<file path="src/awc_pkg.sv">
// Shared types, constants and the CORDIC arctangent table for the
// Ackermann wheel command unit. No dependencies.
package awc_pkg;

	typedef enum logic [1:0] {
		OP_TWIST     = 2'd0,
		OP_STEER_VEL = 2'd1,
		OP_STEER     = 2'd2,
		OP_VEL       = 2'd3
	} op_t;

	// register indexes on the configuration port
	localparam logic [1:0] REG_WHEEL_BASE   = 2'd0;
	localparam logic [1:0] REG_WHEEL_RADIUS = 2'd1;
	localparam logic [1:0] REG_WHEEL_TREAD  = 2'd2;

	localparam logic [13:0] BASE_RESET   = 14'd2950;
	localparam logic [10:0] RADIUS_RESET = 11'd341;
	localparam logic [12:0] TREAD_RESET  = 13'd1550;

	localparam logic signed [15:0] QUARTER_PI_Q14 = 16'sd12868;
	localparam logic [14:0] TAN_ONE_Q14 = 15'd16384;

	localparam logic [18:0] WRATE_MAX = 19'h3FFFF;
	localparam logic [18:0] WRATE_MIN = 19'h40000;

	// quotient bits of the two dividers
	localparam int WHEEL_QW = 19;
	localparam int TWIST_QW = 16;

	// CORDIC widths: rotation x/y, vectoring x/y, angle accumulator
	localparam int XW = 31;
	localparam int VW = 48;
	localparam int ZW = 32;
	localparam logic signed [XW-1:0] ROT_X0 = 31'sd268435456;

	typedef struct packed {
		logic valid;
		op_t  op;
		logic w_neg;
	} side_t;

	// floor(atan(2^-i) * 2^30)
	function automatic logic signed [ZW-1:0] atan_q30(input logic [4:0] idx);
		case (idx)
			5'd0:  return 32'sd843314856;
			5'd1:  return 32'sd497837829;
			5'd2:  return 32'sd263043836;
			5'd3:  return 32'sd133525158;
			5'd4:  return 32'sd67021686;
			5'd5:  return 32'sd33543515;
			5'd6:  return 32'sd16775850;
			5'd7:  return 32'sd8388437;
			5'd8:  return 32'sd4194282;
			5'd9:  return 32'sd2097149;
			5'd10: return 32'sd1048575;
			5'd11: return 32'sd524287;
			5'd12: return 32'sd262143;
			5'd13: return 32'sd131071;
			5'd14: return 32'sd65535;
			5'd15: return 32'sd32767;
			5'd16: return 32'sd16383;
			5'd17: return 32'sd8191;
			5'd18: return 32'sd4095;
			5'd19: return 32'sd2047;
			5'd20: return 32'sd1023;
			5'd21: return 32'sd511;
			5'd22: return 32'sd255;
			5'd23: return 32'sd127;
			5'd24: return 32'sd63;
			5'd25: return 32'sd31;
			5'd26: return 32'sd15;
			5'd27: return 32'sd7;
			5'd28: return 32'sd3;
			5'd29: return 32'sd1;
			default: return 32'sd0;
		endcase
	endfunction

endpackage

</file>
<file path="src/awc_rot.sv">
// Rotation-mode CORDIC pipeline: unscaled cosine and sine of a Q2.30 angle.
// Depends on awc_pkg for widths and the arctangent table.
module awc_rot import awc_pkg::*; #(
	parameter int STAGES = 16
) (
	input  logic                 clk,
	input  logic signed [ZW-1:0] z_in,
	output logic signed [XW-1:0] cos_out,
	output logic signed [XW-1:0] sin_out
);

	logic signed [XW-1:0] xi  [STAGES];
	logic signed [XW-1:0] yi  [STAGES];
	logic signed [ZW-1:0] zi  [STAGES];
	logic signed [XW-1:0] x_s [STAGES];
	logic signed [XW-1:0] y_s [STAGES];
	logic signed [ZW-1:0] z_s [STAGES];

	always_comb begin
		xi[0] = ROT_X0;
		yi[0] = '0;
		zi[0] = z_in;
		for (int i = 1; i < STAGES; i++) begin
			xi[i] = x_s[i-1];
			yi[i] = y_s[i-1];
			zi[i] = z_s[i-1];
		end
	end

	// rotate toward zero residual angle
	always_ff @(posedge clk) begin
		for (int i = 0; i < STAGES; i++) begin
			if (!zi[i][ZW-1]) begin
				x_s[i] <= xi[i] - (yi[i] >>> i);
				y_s[i] <= yi[i] + (xi[i] >>> i);
				z_s[i] <= zi[i] - atan_q30(5'(i));
			end else begin
				x_s[i] <= xi[i] + (yi[i] >>> i);
				y_s[i] <= yi[i] - (xi[i] >>> i);
				z_s[i] <= zi[i] + atan_q30(5'(i));
			end
		end
	end

	assign cos_out = x_s[STAGES-1];
	assign sin_out = y_s[STAGES-1];

endmodule

</file>
<file path="config.mk">
export PLATFORM = sky130hd
export DESIGN_NAME = awc_rot
export DESIGN_NICKNAME = d
export VERILOG_FILES = /design/src/awc_pkg.sv /design/src/awc_rot.sv
export SDC_FILE = /design/constraint.sdc
export NUM_CORES = 2
export LEC_CHECK = 0
export ABC_CLOCK_PERIOD_IN_PS = 6000
export BUFFER_PORTS_ARGS = -buffer_cell sky130_fd_sc_hd__buf_2
export CORE_MARGIN = 2
export CORE_UTILIZATION = 30
export DETAILED_ROUTE_END_ITERATION = 7
export SYNTH_ARGS = -nofsm -noshare
export SYNTH_HDL_FRONTEND = slang
export SYNTH_SLANG_ARGS = --single-unit
</file>
<file path="constraint.sdc">
create_clock -name clk -period 6 [get_ports clk]
set_input_delay 0.3 -clock clk [delete_from_list [all_inputs] [get_ports clk]]
set_output_delay 0.3 -clock clk [all_outputs]
set_load 0.1 [all_outputs]
</file>
==> results.md <==
- Utilization after layout: 0.334
- Fmax: about 0.2 GHz
- Max Transition Viols Final: 0
- Crit path kind: reg -> reg
- CTS HTree Levels: 3
- Post-detail-place hpwl: 149,000 µm
- Boundary Pins: between 90 and 100
- Setup Buffers After CTS: 0
- Worst EP arrival: roughly 5600 ps
- # nets final: about 11,000
- Later-pin clock latency in the skew report: between 700 and 800 ps
- Post-synth EDFFs: 0
- Cell-by-cell listing of the critical path: or4_1 -> or3_1 -> or4_1 -> nand2_1 -> xnor2_1 -> ha_1 -> o21ai_0 -> nor3_1 -> nand3_1 -> nand3_1 -> o31ai_1 -> o31ai_1 -> o41ai_1 -> nor2b_1 -> o21ai_0 -> xor2_1
- Hold/Removal Path Class: in -> reg
- RSZ-0062 raised after global routing: false
- Vias per inst: 4.88
- CP peak stage delay: between 500 and 600 ps
- Least-Margin Pin Slew: between 1000 and 1500 ps
- Final TNS setup: 0 ps
- CTS Sinks: about 1,100
- Hold Violations, Final: 0
- CTS Buffer Depth: 3
- Routed len/inst: 14.3 µm
- Initial core utilization: 0.302
- TritonCTS Buffers: 120
- Number of global-route vias before repair: 61,200
- Root Buffer: clkbuf_16
- Leading cell type in the layout, fill and taps excluded: dfxtp_1
- Worst EP required: approximately 6600 ps
- PortBufs: 94
- Die ar.: between 200,000 and 300,000 µm²
- Maxcap violations: 0
- Post-CTS Resized: 0
- Average size of a mapped cell: 8.75 µm²
- Post-Syn Instances: 9,275
- Setup violations, final: 0
- Synthesis warning total: 0
- CTS tree: yes
- Die Span Y: about 520 µm
- Antenna-violating nets left: 0
- Worst-path maximum fanout: 4
- Synthesized flop and latch total: roughly 1,100
- Most frequent cells in the layout: dfxtp_1 (1,130), ha_1 (1,112), a21oi_1 (997), xnor2_1 (914), nor2_1 (655)
- Layout cells sized above 1: 0.0464
- Element type at the critical path end: flop
- Post-synthesis sequential area ratio: 0.281
- Final GP Congestion: 0.896
- Tcrit/Tclk final: 0.830
- Core region area: about 270,000 µm²
- Std cell rows: 190
- Outcome: finished, final reports clean
- # hold bufs at CTS: 35
- Largest net degree at the start of global routing: 75
- Synth Net Count: 10,500
- Antenna violations before repair: 1
- Minimum clock period: 4980 ps
- Critical Path Start Type: flop
- Die extent in x: approximately 520 µm
- First-pass DRT Iterations: 6
- DRT Wirelength: 186,000 µm
- First-pass GRT wire length: a little over 300,000 µm
- Dpl cell area: roughly 85,000 µm²
- Synth async-reset ratio: 0
- Most used DFF post-synth: dfxtp_1
- DRT iter0 DRCs: slightly above 3,000
- Post-route cell area: 89,700 µm²
- Worst relative slew slack: 0.232
- Critical path's slowest cell: or4_1
- Via count: between 60,000 and 70,000
- Worst Skew: approximately 90 ps
- Synthesized area: slightly above 80,000 µm²
- All-Layer GR Usage: 0.132
- Synth unique cells: 86
- Worst-path clk slew: 60 ps
- Post-route DRC: 0
- Synthesis-to-layout area growth: 10.5%
- Grt total ovfl: 0
==> registers in the layout (all words and copies together), names as in the netlist <==
name,cells
z_s,449
y_s,347
x_s,344
==> area by class of cell <==
| type | instances | area (µm²) |
|---|---|---|
| clock inverters | 51 | 626 |
| flip-flops and latches | 1140 | 22800 |
| well taps | 3552 | 4440 |
| diodes | 2 | 5.00 |
| multi-input cells | 7542 | 55900 |
| inverters | 387 | 1450 |
| clock buffers | 167 | 3400 |
| repair buffers | 161 | 1060 |
| fillers | 28000 | 179000 |
==> cell families (layout without fill, tap and decap cells) <==
kind of cell | Yosys count | count (layout) | share of synthesized area
compound gates | 2898 | 2898 | 0.227
fa+ha+maj | 1152 | 1152 | 0.181
other cells | 0 | 2 | 0
xor+xnor | 1359 | 1359 | 0.147
buf+inv | 593 | 766 | 0.0303
flops | 1140 | 1140 | 0.281
simple gates | 2062 | 2062 | 0.124
mux | 71 | 71 | 0.00934
==> path summary, 6_finish.rpt <==
path	startpoint	end	slack, ps	cells after the start
hold / removal	z_in[21]	z_s[0][21]	60	3
setup / recovery	y_s[1][46]	x_s[1][88]	1020	16
setup reg to reg	y_s[1][46]	x_s[1][88]	1020	16
hold reg to reg	z_s[0][64]	z_s[0][96]	320	0
==> synthesized netlist by cell type (all sizes together), types with 29 or more instances <==
cell type / number / area share
and3: 88 / 0.0068
a21oi: 999 / 0.062
mux2i: 33 / 0.0041
nor4: 45 / 0.0038
xnor2: 914 / 0.099
inv: 385 / 0.018
o211ai: 44 / 0.0041
dfxtp: 1140 / 0.28
xor2: 445 / 0.048
clkbuf: 118 / 0.0055
nand2: 416 / 0.019
nand3: 137 / 0.0084
buf: 88 / 0.0070
o21ai: 453 / 0.028
nand2b: 137 / 0.011
nand4: 87 / 0.0067
ha: 1112 / 0.17
o31ai: 50 / 0.0046
a21o: 579 / 0.054
nor3: 162 / 0.010
o21a: 130 / 0.012
a31oi: 99 / 0.0076
o41ai: 29 / 0.0032
nor2b: 146 / 0.011
and2: 44 / 0.0034
mux2: 38 / 0.0053
nor2: 655 / 0.030
o21bai: 155 / 0.014
a211oi: 83 / 0.0078
fa: 40 / 0.0099
or3: 32 / 0.0025
==> worst max-delay path: cells and delay by family, from the launching register on <==
| kind | cells | cell delay (ps) |
|---|---|---|
| AO/OA/AOI/OAI | 5 | 1680 |
| flip-flops | 1 | 340 |
| adder cells (fa/ha/maj) | 1 | 300 |
| XOR/XNOR | 2 | 310 |
| AND/OR/NAND/NOR | 8 | 2230 |
==> per-layer routing <==
layer,global-route usage,part of all wire
met5,0,0
met4,0.0393,0.028
met3,0.0127,0.029
met2,0.228,0.46
met1,0.174,0.49
==> per-stage QoR <==
stage          cells  setup WS, ps  hold slack (ps)
3_5_place_dp   12700          1060              313
2_1_floorplan   9275          1750              310
3_3_place_gp   12700          1040              313
6_report       13000          1020             60.5
4_1_cts        13000          1030             1.48
5_1_grt        13000           765             31.8
Power is left out: the tool's default activity adds up to more than one toggle a clock period on the data nets, which glitch-free logic cannot reach.
