<file path="src/awc_div.sv">
// Pipelined restoring divider, one quotient bit per stage, with an
// overflow flag for quotients that need more than QW bits. No dependencies.
module awc_div #(
	parameter int NW = 25,
	parameter int DW = 11,
	parameter int QW = 19
) (
	input  logic          clk,
	input  logic [NW-1:0] num,
	input  logic [DW-1:0] den,
	output logic [QW-1:0] quo,
	output logic          ovf
);

	localparam int TW = NW - QW;
	localparam int CW = (TW > DW) ? TW : DW;

	logic [CW-1:0] top_c;
	logic [CW-1:0] den_c;
	logic          ovf0;
	logic [DW-1:0] rem0;

	logic [DW-1:0] rem_s [QW];
	logic [QW-1:0] lo_s  [QW];
	logic [QW-1:0] quo_s [QW];
	logic [DW-1:0] den_s [QW];
	logic          ovf_s [QW];
	logic [DW:0]   nxt   [QW];

	function automatic logic [DW:0] div_step(input logic [DW-1:0] rem, input logic b,
			input logic [DW-1:0] d);
		logic [DW:0] t;
		logic [DW:0] diff;
		t = {rem, b};
		diff = t - {1'b0, d};
		if (t >= {1'b0, d}) return {1'b1, diff[DW-1:0]};
		return {1'b0, t[DW-1:0]};
	endfunction

	assign top_c = CW'(num[NW-1:QW]);
	assign den_c = CW'(den);
	assign ovf0  = (top_c >= den_c);
	assign rem0  = ovf0 ? '0 : DW'(top_c);

	always_comb begin
		nxt[0] = div_step(rem0, num[QW-1], den);
		for (int i = 1; i < QW; i++) nxt[i] = div_step(rem_s[i-1], lo_s[i-1][QW-1], den_s[i-1]);
	end

	always_ff @(posedge clk) begin
		rem_s[0] <= nxt[0][DW-1:0];
		quo_s[0] <= {{(QW-1){1'b0}}, nxt[0][DW]};
		lo_s[0]  <= num[QW-1:0] << 1;
		den_s[0] <= den;
		ovf_s[0] <= ovf0;
		for (int i = 1; i < QW; i++) begin
			rem_s[i] <= nxt[i][DW-1:0];
			quo_s[i] <= {quo_s[i-1][QW-2:0], nxt[i][DW]};
			lo_s[i]  <= lo_s[i-1] << 1;
			den_s[i] <= den_s[i-1];
			ovf_s[i] <= ovf_s[i-1];
		end
	end

	assign quo = quo_s[QW-1];
	assign ovf = ovf_s[QW-1];

endmodule

</file>
<file path="config.mk">
export PLATFORM = sky130hd
export DESIGN_NAME = awc_div
export DESIGN_NICKNAME = d
export VERILOG_FILES = /design/src/awc_div.sv
export SDC_FILE = /design/constraint.sdc
export NUM_CORES = 1
export LEC_CHECK = 0
export BUFFER_PORTS_ARGS = -buffer_cell sky130_fd_sc_hd__buf_2
export CAP_MARGIN = 20
export CORE_UTILIZATION = 55
export DETAILED_ROUTE_END_ITERATION = 10
export PLACE_DENSITY = 0.74
export REMOVE_ABC_BUFFERS = 1
export SLEW_MARGIN = 40
export SYNTH_ARGS = -nofsm -noshare
export SYNTH_HDL_FRONTEND = slang
export SYNTH_SLANG_ARGS = --single-unit
</file>
<file path="constraint.sdc">
create_clock -name clk -period 3.14 [get_ports clk]
set_input_delay 0.314 -clock clk [delete_from_list [all_inputs] [get_ports clk]]
set_output_delay 0.314 -clock clk [all_outputs]
set_load 0.05 [all_outputs]
</file>
==> results_dict.tcl, run 1 <==
set metrics [dict create \
    status "complete, no violations" \
    ir_drop_mv 0.477 \
    die_h_um 227 \
    port_buffers 56 \
    critPathArrivalTime_ns 3.51 \
    htree_num_levels 3 \
    start_util_pct 56.3 \
    critPathRequiredTime_ns 3.63 \
    async_flop_share_pct 0 \
    num_vias 17785 \
    synth_cell_types 67 \
    drt_iter0_drc 870 \
    cts_made_buffers 76 \
    io_pins 57 \
    p_leak_nw 14.3 \
    fin_crit_sh_pct 96.3 \
    final_cell_mix "dfxtp_1, inv_1, ha_1" \
    wl_met3_mm 1.80 \
    relSlewSlack_pct 55.2 \
    grt_pass1_vias 17883 \
    clkTransAtPathRegs_ns 0.06 \
    maxSlewViolCount 0 \
    worstMarginPinSlew_ns 0.672 \
    syn_area_um2 27800 \
    routed.top_layer "met4" \
    clk_latency_ns 0.60 \
    drv_cap 0 \
    yosys_register_bits 776 \
    drc_errors 0 \
    place_congestion 0.887 \
    antenna_left 0 \
    worst_path_max_delay_cell "dlygate4sd3_1" \
    ys.flop_type "dfxtp_1" \
    crit_family "compound AO/OA/AOI/OAI gates" \
    tns_ns 0 \
    grt_max_degree 20 \
    drt_pass1_iterations 6 \
    grt_pass1_wl_mm 82.2 \
    die_x_um 227 \
    dpl.hpwl_mm 36.2 \
    grt_use_total_pct 19.6 \
    cts_root_buf "clkbuf_16" \
    finClkSkew_ns 0.0169 \
    synth_cells 2531 \
    final_common_cell "dfxtp_1" \
    layout.nets 2960 \
    grt-ovfl-total 0 \
    area_growth_pct 15.6 \
    hold_violations 0 \
    crit_chain "dlygate4sd3_1 > buf_4 > inv_4 > ha_1 > a21oi_2 > o21ai_2 > a21oi_2 > nand2_1 > inv_2 > ha_4 > nor2b_2 > o31a_1 > o31a_1 > o221ai_4 > inv_2 > mux2_4" \
    drive_above_1_share_pct 12.9 \
    power.density_nw_per_um2 1120 \
    antennaDiodeCount 0 \
    critPathKind "in -> reg" \
    synth_edf_count 0 \
    cpPeakStageDelay_ns 0.54 \
    clockBufferDepth 3 \
    clock.fmax_ghz 0.331 \
    coreArea_um2 49400 \
    ys_seq_area_share_pct 56.0 \
    wl_per_cell_um 14.5 \
    drt-met1-wl_mm 21.0 \
    rsz0062_at_grt "no" \
    timing.final.crit_period_ns 3.03 \
    dr_wl_met2_mm 25.5 \
    yosysTopAreaCellShare_pct 56.0 \
    yosysWarnings 0 \
    numClockSinks 776 \
    path_buf_inv 5 \
    syn_avg_cell_area_um2 11.0 \
    synth_top_cell_by_area "dfxtp_1" \
    drt_wl_total_mm 49.5 \
    crit_path_max_fanout 3 \
    worstSetupStartpointType "primary input" \
    antenna_found_initial 0 \
    end_kind "flip-flop" \
    finalSetupViolations 0 \
    synth.area.top_cells "dfxtp_1, ha_1, mux2_2, inv_1, o21ai_0" \
    viasPerCell 5.20 \
    cts_tree "built" \
    min-delay-path-class "in -> reg" \
    fin_total_pwr_mw 35.8 \
    die_area_um2 51400 \
    row_count 81 \
]
==> power by group <==
part | internal, mW | switching (mW) | leakage, nW
Clock | 6.10 | 3.59 | 1.36
Combinational | 5.93 | 6.79 | 6.47
Sequential | 12.4 | 1.03 | 6.52
==> final timing paths <==
| kind | from | end | slack (ns) | cells past startpoint |
|---|---|---|---|---|
| max reg2reg | den_s[11][9]$_DFF_P_ | rem_s[12][5]$_DFF_P_ | 0.63 | 7 |
| max | den[1] | rem_s[0][3]$_DFF_P_ | 0.11 | 16 |
| min reg2reg | lo_s[2][9]$_DFF_P_ | lo_s[3][10]$_DFF_P_ | 0.32 | 0 |
| min | num[23] | rem_s[0][5]$_DFF_P_ | 0.08 | 3 |
==> layer usage <==
metal	up-vias	track usage, %
met5	-	0
met4	0	7.63
met3	103	3.49
met2	328	35.9
met1	8303	22.3
li1	9051	-
==> cells by family after synthesis <==
family	share of synthesized area, %
XOR/XNOR	3.72
AO/OA/AOI/OAI	12.1
flip-flops	56.0
AND/OR/NAND/NOR	7.97
adder cells (fa/ha/maj)	10.8
buffers and inverters	4.15
multiplexers	5.30
==> synthesized netlist by cell type (10+ instances only) <==
master     number
fa_1           18
nand2_1       113
o21ba_2        10
o21a_1         59
inv_1         264
o31a_1         24
clkbuf_1       15
buf_2          12
nor3_1         50
dfxtp_1       776
xnor2_1        66
a2111oi_0      10
nand2b_1       20
a211oi_1       12
nor2_1        137
o21ai_0       136
a21boi_0       21
a21o_1         17
mux2_2        106
ha_1          211
o311ai_0       11
nor2b_1        34
nand3_1        32
mux2i_1        24
a31oi_1        24
a21oi_1       124
o211ai_1       11
nand4_1        27
xor2_1         52
o41ai_1        22
==> flip-flops by register name, indices dropped and copies added (netlist names) <==
register,count
den_s,198
rem_s,198
lo_s,171
quo_s,190
ovf_s,19
==> tightest hold or removal path: stages <==
cell and delay (ns):
buf_2 0.09, and2_1 0.14, a21o_1 0.11
==> through the flow <==
stage	hold WS (ns)	setup slack, ns	util (%)	area [um2]	instances
floorplan	0.310	0.0363	-	27600	2501
finish	0.0810	0.115	65.0	32100	3417
CTS	0.0519	0.0147	64.8	32000	3417
detailed placement	0.312	-0.0876	58.6	28900	3250
global route	0.0814	0.0133	65.0	32100	3417
global placement	0.310	0.000736	58.6	28900	3250
==> final cells by class <==
| type | instances | area (um2) |
|---|---|---|
| timing repair buffer | 115 | 805 |
| clock inverter | 32 | 504 |
| inverter | 267 | 1000 |
| tap | 664 | 831 |
| fill | 3829 | 17300 |
| multi-input combinational | 1458 | 11200 |
| sequential | 776 | 15500 |
| clock buffer | 105 | 2260 |
==> timing repair <==
action	in CTS	in global routing
endpoints found under the setup margin	0	9
gates resized for setup	0	23
endpoints found under the hold margin	30	0
hold buffers	30	0
buffers inserted	0	0
Note: power is estimated with default switching activity, not from simulation.
==> run 2, diff against run 1 <==
CAP_MARGIN = not set   (was 20)
RECOVER_POWER = 100   (was not set)
==> run 2 against run 1 <==
Against the previous run:
- clock power about the same
- via count hardly changed
- sequential share of layout area up 0.18 points
- critical endpoint unchanged
==> results_dict.tcl, run 2 (synthesis gave the netlist of run 1 again) <==
set metrics [dict create \
    grt_max_degree 20 \
    grt_use_total_pct 19.6 \
    drt_wl_total_mm 49.5 \
    clockBufferDepth 3 \
    min-delay-path-class "in -> reg" \
    drt_iter0_drc 924 \
    drive_above_1_share_pct 11.0 \
    stdcell_count 3417 \
    power.density_nw_per_um2 1110 \
    final_common_cell "dfxtp_1" \
    critPathKind "in -> reg" \
    cts_made_buffers 76 \
    ir_drop_mv 0.477 \
    layout.nets 2960 \
    drt-met1-wl_mm 20.9 \
    top_regs "den_s (198), rem_s (198), quo_s (190)" \
    drt_pass1_iterations 6 \
    grt-ovfl-total 0 \
    coreArea_um2 49400 \
    crit_family "compound AO/OA/AOI/OAI gates" \
    antenna_left 0 \
    cts_root_buf "clkbuf_16" \
    cpPeakStageDelay_ns 0.54 \
    area_growth_pct 15.2 \
    finalSetupViolations 0 \
    drv_cap 0 \
    die_area_um2 51400 \
    final_cell_mix "dfxtp_1, inv_1, ha_1" \
    holdWs_ns 0.0809 \
    worst_slack_ns 0.137 \
    end_kind "flip-flop" \
    timing.final.crit_period_ns 3.00 \
    drc_errors 0 \
    post-cts-setup-buffers 0 \
    relSlewSlack_pct 46.4 \
    viasPerCell 5.21 \
    routed.top_layer "met4" \
    dr_wl_met2_mm 25.5 \
    crit_path_max_fanout 3 \
    antennaDiodeCount 0 \
    numClockSinks 776 \
    critPathArrivalTime_ns 3.49 \
    cts_tree "built" \
    tns_ns 0 \
    wl_per_cell_um 14.5 \
    place_congestion 0.887 \
    hold_violations 0 \
    path_buf_inv 5 \
    clkTransAtPathRegs_ns 0.06 \
    worstSetupStartpointType "primary input" \
    design_area_um2 32000 \
    wl_met3_mm 1.86 \
    io_pins 57 \
    antenna_found_initial 0 \
    finClkSkew_ns 0.0173 \
    dp_slack_ns -0.0876 \
    status "complete, no violations" \
    p_leak_nw 14.2 \
    rsz0062_at_grt "no" \
    die_x_um 227 \
    dpl-instance-area_um2 28900 \
    start_util_pct 56.3 \
    dpl.cell_count 3250 \
    fin_crit_sh_pct 95.6 \
    crit_chain "dlygate4sd3_1 > buf_4 > inv_4 > ha_1 > a21oi_2 > o21ai_2 > a21oi_2 > nand2_1 > inv_2 > ha_4 > nor2b_1 > o31a_1 > o31a_1 > o221ai_4 > inv_2 > mux2_4" \
    grt_pass1_wl_mm 82.2 \
    htree_num_levels 3 \
    port_buffers 56 \
    clock.fmax_ghz 0.333 \
    num_vias 17788 \
    row_count 81 \
    die_h_um 227 \
    clk_latency_ns 0.60 \
    worstMarginPinSlew_ns 0.796 \
    critPathRequiredTime_ns 3.63 \
    worst_path_max_delay_cell "dlygate4sd3_1" \
    maxSlewViolCount 0 \
    grt_pass1_vias 17883 \
    dpl.hpwl_mm 36.2 \
]
run 2: cell count changes in the layout (fill, tap and decap cells not counted), moves of 4 or more:
cell,before,now
clkbuf_1,10,53
buf_2,55,27
buf_4,29,13
mux2_1,0,5
o21ai_0,131,136
mux2_2,106,102
o21ai_1,7,3
run 2: power by group:
group / total (mW) / switching [mW] / internal [mW]
Sequential: 13.4 / 1.03 / 12.4
Combinational: 12.5 / 6.77 / 5.71
Clock: 9.70 / 3.60 / 6.10
run 2: worst paths after layout:
check / startpoint / endpoint / slack [ns] / depth (start not counted)
setup reg to reg: den_s[16][9]$_DFF_P_ / rem_s[17][6]$_DFF_P_ / 0.24 / 8
setup / recovery: den[1] / rem_s[0][3]$_DFF_P_ / 0.14 / 16
hold / removal: num[23] / rem_s[0][5]$_DFF_P_ / 0.08 / 3
hold reg to reg: lo_s[2][9]$_DFF_P_ / lo_s[3][10]$_DFF_P_ / 0.32 / 0
run 2: per-layer routing:
layer	vias up	global-route usage, %
li1	9048	-
met1	8320	22.3
met2	317	35.9
met3	103	3.49
met4	0	7.63
met5	-	0
run 2: area by class of cell:
type	count	area, um2
Clock buffer	105	2260
Sequential cell	776	15500
Multi-Input combinational cell	1458	11100
Inverter	267	1000
Clock inverter	32	504
Timing Repair Buffer	115	711
Fill cell	3870	17400
Tap cell	664	831
run 2: timing repair:
| action | 4_1_cts | 5_1_grt |
|---|---|---|
| endpoints found under the setup margin | 0 | 9 |
| endpoints found under the hold margin | 30 | 0 |
| hold buffers | 30 | 0 |
| gates resized for setup | 0 | 23 |
run 2: metrics by stage:
step | power, mW | util, %
2_1_floorplan | 23.1 | -
3_3_place_gp | 25.7 | 58.6
3_5_place_dp | 26.1 | 58.6
4_1_cts | 36.0 | 64.8
5_1_grt | 37.9 | 64.8
6_report | 35.6 | 64.8
run 2: worst reg2reg max path, stage by stage (launching register included):
cell       delay [ns]
dfxtp_1          0.32
inv_1            0.04
ha_1             0.35
a2111oi_0        0.61
inv_1            0.08
or2_2            0.30
o21ai_0          0.63
inv_1            0.17
mux2_2           0.31
==> run 3, diff against run 2 <==
ABC_AREA = 1   (was not set)
CAP_MARGIN = 40   (was not set)
==> run 3 against run 2 <==
Against the previous run:
- non-clock buffer count fell by 29
- routed wire length rose by 24%
- register-to-register slack barely moved
- maximum frequency grew 3.5%
- total power grew 5.4%
- critical path depth down 9
- flip-flop and latch count stayed put
- clock power decreased by 3.0%
- combinational power increased by 17%
==> results_dict.tcl, run 3 <==
set metrics [dict create \
    dpl-instance-area_um2 33400 \
    die_x_um 245 \
    clock.fmax_ghz 0.345 \
    wl_per_cell_um 13.0 \
    worstSetupStartpointType "flip-flop" \
    row_count 88 \
    top_regs "den_s (198), rem_s (198), quo_s (190)" \
    htree_num_levels 3 \
    worst_path_max_delay_cell "nand4_1" \
    clk_latency_ns 0.62 \
    cpMostUsedCell "nand2_1" \
    final_cell_mix "nand2_1, dfxtp_1, inv_1" \
    grt_pass1_wl_mm 104 \
    critPathRequiredTime_ns 3.60 \
    cts_root_buf "clkbuf_16" \
    grt-ovfl-total 0 \
    synth_compound_area_share_pct 2.89 \
    end_kind "flip-flop" \
    timing.final.crit_period_ns 2.90 \
    grt_use_total_pct 20.8 \
    n_fill_cell 4981 \
    place_congestion 0.889 \
    drc_errors 0 \
    cpPeakStageDelay_ns 0.76 \
    die_h_um 245 \
    area_growth_pct 10.1 \
    io_pins 57 \
    synth_edf_count 0 \
    synth_cells 3772 \
    grt_max_degree 18 \
    yosysTopAreaCellShare_pct 47.7 \
    antenna_left 0 \
    dpl.hpwl_mm 46.5 \
    critPathArrivalTime_ns 3.36 \
    ff2ff_path_depth 7 \
    hold_violations 0 \
    finClkSkew_ns 0.0371 \
    synth_fa_ha_area_share_pct 9.22 \
    drt_iter0_drc 1341 \
    ir_drop_mv 0.727 \
    relSlewSlack_pct 32.2 \
    num_vias 23102 \
    syn_area_um2 32500 \
    critPathKind "reg -> reg" \
    yosys.area_share.simple_pct 29.7 \
    rsz0062_at_grt "no" \
    clkTransAtPathRegs_ns 0.06 \
    register_area_um2 15500 \
    worstHoldPathCells 5 \
    crit_chain "inv_1 > ha_1 > nand2_1 > nand3_1 > nand2_1 > nand4_1 > o21ai_0" \
    synth_top_cell_by_area "dfxtp_1" \
    status "complete, no violations" \
    finalSetupViolations 0 \
    maxSlewViolCount 0 \
    drv_cap 0 \
    tns_ns 0 \
    synth_top_cells_by_count "nand2_1, dfxtp_1, inv_1" \
    crit_path_max_fanout 17 \
    synth_most_common_cell "nand2_1" \
    async_flop_share_pct 0 \
    numClockSinks 776 \
    ys.flop_type "dfxtp_1" \
    multi_input_area_um2 13600 \
    die_area_um2 60100 \
    fin_crit_sh_pct 92.4 \
    yosysWarnings 0 \
    layout.nets 4168 \
    cts_tree "built" \
    viasPerCell 4.89 \
    antenna_found_initial 0 \
    holdWs_ns 0.0437 \
    drt_pass1_iterations 6 \
    clockBufferDepth 3 \
    coreArea_um2 58000 \
    drt_wl_total_mm 61.4 \
    worstMarginPinSlew_ns 1.01 \
    final_core_util_pct 61.7 \
    muxShareOfSynthArea_pct 0 \
    post-cts-setup-buffers 0 \
    grt_pass1_vias 22231 \
    min-delay-path-class "in -> reg" \
    design_area_um2 35800 \
    cts_made_buffers 77 \
    ys_seq_area_share_pct 47.7 \
    synth.area.top_cells "dfxtp_1, nand2_1, ha_1, inv_1, nand3_2" \
    synth_cell_types 32 \
    final_common_cell "nand2_1" \
    drive_above_1_share_pct 11.8 \
    p_leak_nw 18.1 \
    synth_top_family_by_area "simple AND/OR/NAND/NOR gates" \
    port_buffers 56 \
    start_util_pct 56.1 \
    synth-xor-area-share_pct 1.45 \
    antennaDiodeCount 0 \
    power.density_nw_per_um2 1050 \
    syn_avg_cell_area_um2 8.63 \
    yosys_register_bits 776 \
]
## run 3: changes by cell type in the layout (fill, tap and decap cells not counted), sizes merged, moves of 71 or more
| cell | change |
|---|---|
| nand2 | +969 |
| inv | +411 |
| nand3 | +232 |
| nand4 | +146 |
| mux2 | -109 |
| nor2 | +71 |
## run 3: layer usage
layer | vias up | GRT usage [%] | part of all wire [%]
met5 | - | 0 | 0
met3 | 128 | 2.94 | 3.9
met1 | 10448 | 26.2 | 45
li1 | 12107 | - | -
met2 | 419 | 36.1 | 48
met4 | 0 | 7.70 | 2.6
## run 3: worst max-delay path: cells and delay by family (launching register included)
kind,cells,cell delay [ns]
DFF,1,0.40
buffers and inverters,1,0.06
adders and majority gates,1,0.37
AOI/OAI and AO/OA,1,0.59
and+or+nand+nor,4,1.33
## run 3: final cells by class
cell class	count	area share, %
well taps	765	2.67
multi-input cells	2287	38.0
repair buffers	86	1.52
inverters	674	7.06
flip-flops and latches	776	43.4
clock buffers	98	5.99
clock inverters	39	1.41
## run 3: power by group
group / switching [mW] / internal [mW]
sequential: 1.11 / 12.4
clock: 3.73 / 5.68
combinational: 9.41 / 5.16
## run 3: cells by family after synthesis
| group | Yosys count |
|---|---|
| and+or+nand+nor | 1832 |
| xor gates and xnor gates | 54 |
| buffers and inverters | 709 |
| AOI/OAI and AO/OA | 172 |
| DFF | 776 |
| adders and majority gates | 229 |
## run 3: through the flow
| step | setup slack, ns | power, mW | std cells |
|---|---|---|---|
| floorplan | 0.746 | 25.3 | 3737 |
| global placement | 0.237 | 28.3 | 4558 |
| detailed placement | 0.239 | 28.6 | 4558 |
| CTS | 0.344 | 38.2 | 4725 |
| global route | 0.0367 | 40.5 | 4725 |
| finish | 0.238 | 37.5 | 4725 |
## run 3: worst paths after layout
check / from / slack (ns) / to
max: den_s[5][3]$_DFF_P_ / 0.24 / rem_s[6][2]$_DFF_P_
min: num[24] / 0.04 / rem_s[0][6]$_DFF_P_
max reg2reg: den_s[5][3]$_DFF_P_ / 0.24 / rem_s[6][2]$_DFF_P_
min reg2reg: lo_s[3][7]$_DFF_P_ / 0.30 / lo_s[4][8]$_DFF_P_
## run 3: repair_timing
action,4_1_cts,5_1_grt
resized for setup,0,1
endpoints found under the hold margin,30,0
hold buffers,30,0
setup endpoints to repair,0,3
